===== src/rtl/midi_channel_message_parser_top_assert.svh =====
// Assertion macros for the MIDI channel message parser
`ifndef MIDI_CHANNEL_MESSAGE_PARSER_TOP_ASSERT_SVH
`define MIDI_CHANNEL_MESSAGE_PARSER_TOP_ASSERT_SVH

`ifndef SYNTHESIS
// Clocked check, switched off while reset is asserted
`define MCP_ASSERT(lbl, prop) \
  lbl: assert property (@(posedge clk_i) disable iff (!rst_ni) (prop)) \
    else $error("mcp assertion failed");
// Clocked check that also holds during reset
`define MCP_ASSERT_ALWAYS(lbl, prop) \
  lbl: assert property (@(posedge clk_i) (prop)) \
    else $error("mcp assertion failed");
`else
`define MCP_ASSERT(lbl, prop)
`define MCP_ASSERT_ALWAYS(lbl, prop)
`endif

`endif


===== src/rtl/mcp_pkg.sv =====
// Shared types and constants for the MIDI channel message parser
package mcp_pkg;

  localparam logic [7:0] STATUS_BIT   = 8'h80;
  localparam logic [7:0] SYSTEM_BASE  = 8'hF0;
  localparam logic [3:0] CMD_NOTE_OFF = 4'h8;
  localparam logic [3:0] CMD_NOTE_ON  = 4'h9;
  localparam logic [3:0] CMD_PROGRAM  = 4'hC;
  localparam logic [3:0] CMD_PRESSURE = 4'hD;

  typedef enum logic [1:0] {
    KIND_NOTE_OFF = 2'd0,
    KIND_NOTE_ON  = 2'd1,
    KIND_PROGRAM  = 2'd2
  } event_kind_e;

  // Parser state: running status, held data count, first data byte
  typedef struct packed {
    logic [7:0] status_held;
    logic       data_count;
    logic [6:0] first_data;
  } parse_state_t;

  typedef struct packed {
    logic        emit;
    event_kind_e kind;
    logic [3:0]  chan;
    logic [6:0]  key;
    logic [6:0]  vel;
  } parse_result_t;

endpackage


===== src/rtl/mcp_step.sv =====
// One parser step: next state and optional event for one received byte
module mcp_step (
  input  logic                   enable_i,
  input  logic [7:0]             rx_byte_i,
  input  mcp_pkg::parse_state_t  state_i,
  output mcp_pkg::parse_state_t  state_o,
  output mcp_pkg::parse_result_t result_o
);
  import mcp_pkg::*;

  logic [3:0] cmd;
  logic [6:0] data;

  assign cmd  = state_i.status_held[7:4];
  assign data = rx_byte_i[6:0];

  always_comb begin
    state_o       = state_i;
    result_o      = '0;
    result_o.kind = KIND_NOTE_OFF;
    result_o.chan = state_i.status_held[3:0];
    result_o.key  = state_i.first_data;
    priority if (!enable_i) begin
      // dropped, state untouched
    end else if ((rx_byte_i & STATUS_BIT) != 8'h00) begin
      state_o.status_held = (rx_byte_i >= SYSTEM_BASE) ? 8'h00 : rx_byte_i;
      state_o.data_count  = 1'b0;
    end else if (state_i.status_held == 8'h00) begin
      // stray data byte
    end else if (cmd == CMD_PROGRAM || cmd == CMD_PRESSURE) begin
      state_o.data_count = 1'b0;
      if (cmd == CMD_PROGRAM) begin
        result_o.emit = 1'b1;
        result_o.kind = KIND_PROGRAM;
        result_o.key  = data;
      end
    end else if (!state_i.data_count) begin
      state_o.first_data = data;
      state_o.data_count = 1'b1;
    end else begin
      state_o.data_count = 1'b0;
      if (cmd == CMD_NOTE_OFF) begin
        result_o.emit = 1'b1;
      end else if (cmd == CMD_NOTE_ON) begin
        result_o.emit = 1'b1;
        if (data != 7'd0) begin
          result_o.kind = KIND_NOTE_ON;
          result_o.vel  = data;
        end
      end
    end
  end

endmodule


===== src/rtl/midi_channel_message_parser_top.sv =====
// Top level of the MIDI channel message parser with running status
// Usage:
//   Input channel (in_valid_i / in_stall_o / rx_byte_i) takes one received
//   MIDI byte per request. Output channel (out_valid_o / out_stall_i and the
//   event fields) gives note off, note on and program change events.
//   Configuration channel (cfg_valid_i / cfg_ready_o / cfg_parser_enable_i)
//   writes the enable; writing 1 also clears the running status. Write it
//   only while no request is in flight.
// Timing:
//   Byte is registered on acceptance in the input register, parsed once the
//   output register is free or being taken, and the event lands in the
//   output register, which drives out_valid_o. One byte per cycle sustained
//   while the output is not stalled, set by the single parse stage.
// Reset:
//   Asynchronous, active low. Parser disabled, no running status, both
//   pipeline registers empty.
// Back-pressure:
//   A stalled event is held in the output register; one further byte can
//   still be taken into the input register, after which in_stall_o rises.
`include "midi_channel_message_parser_top_assert.svh"

module midi_channel_message_parser_top (
  input  logic       clk_i,
  input  logic       rst_ni,
  input  logic       cfg_valid_i,
  output logic       cfg_ready_o,
  input  logic       cfg_parser_enable_i,
  input  logic       in_valid_i,
  output logic       in_stall_o,
  input  logic [7:0] rx_byte_i,
  output logic       out_valid_o,
  input  logic       out_stall_i,
  output logic [1:0] event_kind_o,
  output logic [3:0] midi_channel_o,
  output logic [6:0] key_or_program_o,
  output logic [6:0] note_velocity_o
);
  import mcp_pkg::*;

  logic          enable_q, enable_d;
  parse_state_t  state_q, state_d, state_step;
  parse_result_t result_step;
  logic          in_valid_q, in_valid_d;
  logic [7:0]    byte_q;
  logic          out_valid_q, out_valid_d;
  parse_result_t out_q;
  logic          advance;
  logic          parse_fire;
  logic          in_accept;
  logic          cfg_write;

  // Parse stage may move when the result register is free or being taken
  assign advance    = !out_valid_q || !out_stall_i;
  assign parse_fire = in_valid_q && advance;
  assign in_stall_o = in_valid_q && !advance;
  assign in_accept  = in_valid_i && !in_stall_o;

  // Config only lands with the input register empty
  assign cfg_ready_o = !in_valid_q;
  assign cfg_write   = cfg_valid_i && cfg_ready_o;

  mcp_step u_step (
    .enable_i  (enable_q),
    .rx_byte_i (byte_q),
    .state_i   (state_q),
    .state_o   (state_step),
    .result_o  (result_step)
  );

  always_comb begin
    enable_d = enable_q;
    state_d  = state_q;
    if (parse_fire) begin
      state_d = state_step;
    end
    if (cfg_write) begin
      enable_d = cfg_parser_enable_i;
      if (cfg_parser_enable_i) begin
        state_d = '0;
      end
    end
  end

  always_comb begin
    in_valid_d = in_valid_q;
    if (in_accept) begin
      in_valid_d = 1'b1;
    end else if (advance) begin
      in_valid_d = 1'b0;
    end
    out_valid_d = out_valid_q;
    if (advance) begin
      out_valid_d = parse_fire && result_step.emit;
    end
  end

  always_ff @(posedge clk_i or negedge rst_ni) begin
    if (!rst_ni) begin
      enable_q    <= 1'b0;
      state_q     <= '0;
      in_valid_q  <= 1'b0;
      out_valid_q <= 1'b0;
    end else begin
      enable_q    <= enable_d;
      state_q     <= state_d;
      in_valid_q  <= in_valid_d;
      out_valid_q <= out_valid_d;
    end
  end

  // Payload registers, no reset
  always_ff @(posedge clk_i) begin
    if (in_accept) begin
      byte_q <= rx_byte_i;
    end
    if (parse_fire && result_step.emit) begin
      out_q <= result_step;
    end
  end

  assign out_valid_o      = out_valid_q;
  assign event_kind_o     = out_q.kind;
  assign midi_channel_o   = out_q.chan;
  assign key_or_program_o = out_q.key;
  assign note_velocity_o  = out_q.vel;

  `MCP_ASSERT(a_stall_only_when_full, in_stall_o |-> (out_valid_q && out_stall_i))
  `MCP_ASSERT(a_vel_only_note_on,
    (out_valid_o && event_kind_o != KIND_NOTE_ON) |-> (note_velocity_o == 7'd0))
  `MCP_ASSERT(a_note_on_vel_nonzero,
    (out_valid_o && event_kind_o == KIND_NOTE_ON) |-> (note_velocity_o != 7'd0))
  `MCP_ASSERT(a_no_event_when_disabled, (!out_valid_q && !enable_q) |=> !out_valid_q)
  `MCP_ASSERT_ALWAYS(a_reset_empty, !rst_ni |=> (!in_valid_q && !out_valid_q))

endmodule


===== config.mk =====
export PLATFORM = sky130hd
export DESIGN_NAME = midi_channel_message_parser_top
export DESIGN_NICKNAME = d
export VERILOG_FILES = /design/src/rtl/mcp_pkg.sv /design/src/rtl/mcp_step.sv /design/src/rtl/midi_channel_message_parser_top.sv
export VERILOG_INCLUDE_DIRS = /design/src /design/src/rtl
export SDC_FILE = /design/constraint.sdc
export NUM_CORES = 1
export LEC_CHECK = 0
export ABC_AREA = 1
export BUFFER_PORTS_ARGS = -buffer_cell sky130_fd_sc_hd__buf_2
export CAP_MARGIN = 40
export CORE_UTILIZATION = 35
export DETAILED_ROUTE_END_ITERATION = 12
export PLACE_DENSITY = 0.53
export SLEW_MARGIN = 10
export SYNTH_ARGS = -nofsm -noshare
export SYNTH_HDL_FRONTEND = slang
export SYNTH_SLANG_ARGS = --single-unit
export TNS_END_PERCENT = 100

===== constraint.sdc =====
create_clock -name clk_i -period 1.8 [get_ports clk_i]
set_clock_uncertainty 0.2 [all_clocks]
set_input_delay 0.36 -clock clk_i [delete_from_list [all_inputs] [get_ports clk_i]]
set_output_delay 0.36 -clock clk_i [all_outputs]
set_load 0.005 [all_outputs]

==> flow_metrics.tcl <==
set metrics [dict create \
    die-area_mm2 0.00608 \
    fmax_mhz 591 \
    clk_pin_slew_ns 0.08 \
    synth_edf_count 28 \
    drc 0 \
    worst_slack_ns 0.107 \
    synth_warnings 0 \
    insertion_delay_ns 0.30 \
    clock-sinks 47 \
    netlist_instances 207 \
    rows 27 \
    post-route-min-period_ns 1.69 \
    cpMaxStageDelayCell "dfrtp_1" \
    critPathMaxStageDelay_ns 0.37 \
    post_synth_num_cell_types 20 \
    synth.avg_cell_area_um2 9.76 \
    place_inst 321 \
    synth.yosys.seq_area_share_pct 65.1 \
    die_x_um 78.0 \
    ys_seq_elements 47 \
    timing.critical_path.to_type "output pin" \
    setup.worst_path.start_class "flop" \
    final_antenna_net_count 0 \
    gr-total-overflow 0 \
    cts_tree "built" \
    timing_max_transition_violations_final 0 \
    rsz_0062_raised_after_global_routing "no" \
    detailedPlace.worstSlack_ns 0.0906 \
    max-slew-margin-rel_pct 69.8 \
    flow.area_growth_from_synthesis_pct 23.7 \
    required_ns 1.24 \
    cts_root_buf "clkbuf_8" \
    antenna_found_initial 0 \
    dr.pass1.iters 4 \
    finalWeightedCongestion 0.747 \
    post_synth_most_frequent_cells "51 x nand2_1, 38 x inv_1, 28 x edfxtp_1" \
    mappedNetlistArea_mm2 0.00202 \
    worst_ir_drop_vdd_mv 0.427 \
    core_area_mm2 0.00554 \
    mappedNetlistNets 221 \
    drt_wl_total_mm 3.76 \
    placement.cell_area_mm2 0.00237 \
    postLayoutCoreUtil_pct 45.1 \
    post-synth-top-area-cell "edfxtp_1" \
    final_layout_size_suffix_gt1_share_pct 26.7 \
    most_area_consuming_cells_after_synthesis "edfxtp_1 42%, dfrtp_1 24%, nand2_1 9.5%" \
    cp.arrival_ns 1.13 \
    ctsLongestPathBuffers 2 \
    setup.reg_to_reg.worst_slack_ns 0.13 \
    worstSetupPathType "flop to output pin" \
    leakage_nw 1.19 \
    h-tree-depth 2 \
    detail_route.iter0.violations 56 \
    cp.buffers_inverters 2 \
    avgRoutedWirePerCell_um 11.4 \
    total_of_max_cap_violations 0 \
    final-hold-violation-count 0 \
    place.port_buffers 36 \
    final_area_mm2 0.00250 \
    nNetsFinal 271 \
    vias_per_cell 4.29 \
    insertedDiodeCount 0 \
    dp.final_hpwl_mm 2.73 \
    die_y_um 78.0 \
    setup_viol_count_final 0 \
    post_cts_buffers 0 \
    grt_use_total_pct 14.3 \
    class_of_the_worst_hold_path "input pin to flop" \
    power-per-cell-area_mw_per_mm2 1030 \
    synth.most_common_cell "nand2_1" \
    num_vias 1415 \
    floorplan.initialDensity_pct 36.5 \
    flip_flop_cell_with_the_highest_count_after_synthesis "edfxtp_1" \
    final-instance-count-excl-fill 330 \
    timing.critical_path.cells "nand2_2, buf_4, nor2_1, buf_2" \
    critPathMaxFanout 3 \
    grt_start_max_net_pins 21 \
    finalCritPeriodShare_pct 94.0 \
    grt_pass1_wl_mm 6.41 \
    via_count_of_the_first_global_routing_pass 1356 \
    cpLargestDelayFamily "flip-flops" \
    fin_setup_tns_ns 0 \
    yosysTopAreaCellShare_pct 41.6 \
    asr_flop_ratio_synth_pct 40.4 \
    design.portCount 37 \
    timing_worst_slew_pin_value_ns 0.453 \
    run_status "finished, final reports clean" \
    num_cts_buffers 5 \
]
-- flip-flops by register name, indices dropped and copies added (netlist names) --
register,cells
in_valid_q,1
byte_q,8
event_kind_o,2
enable_q,1
midi_channel_o,4
state_q,16
key_or_program_o,7
out_valid_o,1
note_velocity_o,7
-- final cells by class --
class | count | area, µm²
Inverter | 43 | 165
Clock inverter | 2 | 35.0
Sequential cell | 47 | 1320
Multi-Input combinational cell | 115 | 548
Timing Repair Buffer | 45 | 263
Tap cell | 72 | 90.1
Clock buffer | 6 | 82.6
Fill cell | 566 | 3040
-- layer usage --
metal	up-vias	track usage, %	share of wire [%]
met5	-	0	0
met2	34	24.0	48
met4	0	7.22	2.0
met3	7	2.94	3.5
li1	757	-	-
met1	617	17.4	46
-- kinds of logic (layout without fill, tap and decap cells) --
kind of cell    Yosys count  after routing  share of synthesized area [%]
flops                    47             47                           65.1
compound gates           20             20                           5.14
buf+inv                  45             96                           8.48
simple gates             95             95                           21.2
-- final timing paths --
kind / from / end / cells after the start
worst max-delay path: out_valid_o / in_stall_o / 4
worst min-delay path: rx_byte_i[6] / byte_q[6] / 1
worst max register to register: state_q[12] / midi_channel_o[1] / 9
worst min register to register: state_q[11] / midi_channel_o[3] / 0
max in group asynchronous: rst_ni / state_q[1] / 2
min in group asynchronous: rst_ni / state_q[14] / 2
-- where the power goes --
part	switching, mW	leakage, nW	internal, mW
combinational	0.268	0.641	0.180
clock	0.344	0.0612	0.449
sequential	0.0666	0.490	1.28
-- placed cells by master, fill, tap and decap left out, types with 2 or more instances in the layout --
master,count
edfxtp_1,28
nand2_1,50
dfrtp_1,19
inv_2,5
o21ai_0,2
buf_4,7
o21ai_1,7
nor2_1,21
a21oi_1,10
clkbuf_8,6
nand4_1,8
buf_2,36
nor2_2,2
inv_1,37
nand3_1,4
nor3_1,2
nand2_2,2
-- through the flow --
stage | total power [mW] | hold WS, ns
after floorplan | 1.68 | -0.136
after global placement | 1.81 | 0.138
after detailed placement | 1.81 | 0.142
after CTS | 2.61 | 0.0199
after global routing | 2.76 | 0.0122
final | 2.58 | 0.0282
-- repair_timing --
action,4_1_cts,5_1_grt
setup endpoints to repair,0,26
endpoints found under the hold margin,19,0
gates resized for setup,0,1
hold buffers,1,0
(Power assumes the default switching activity.)
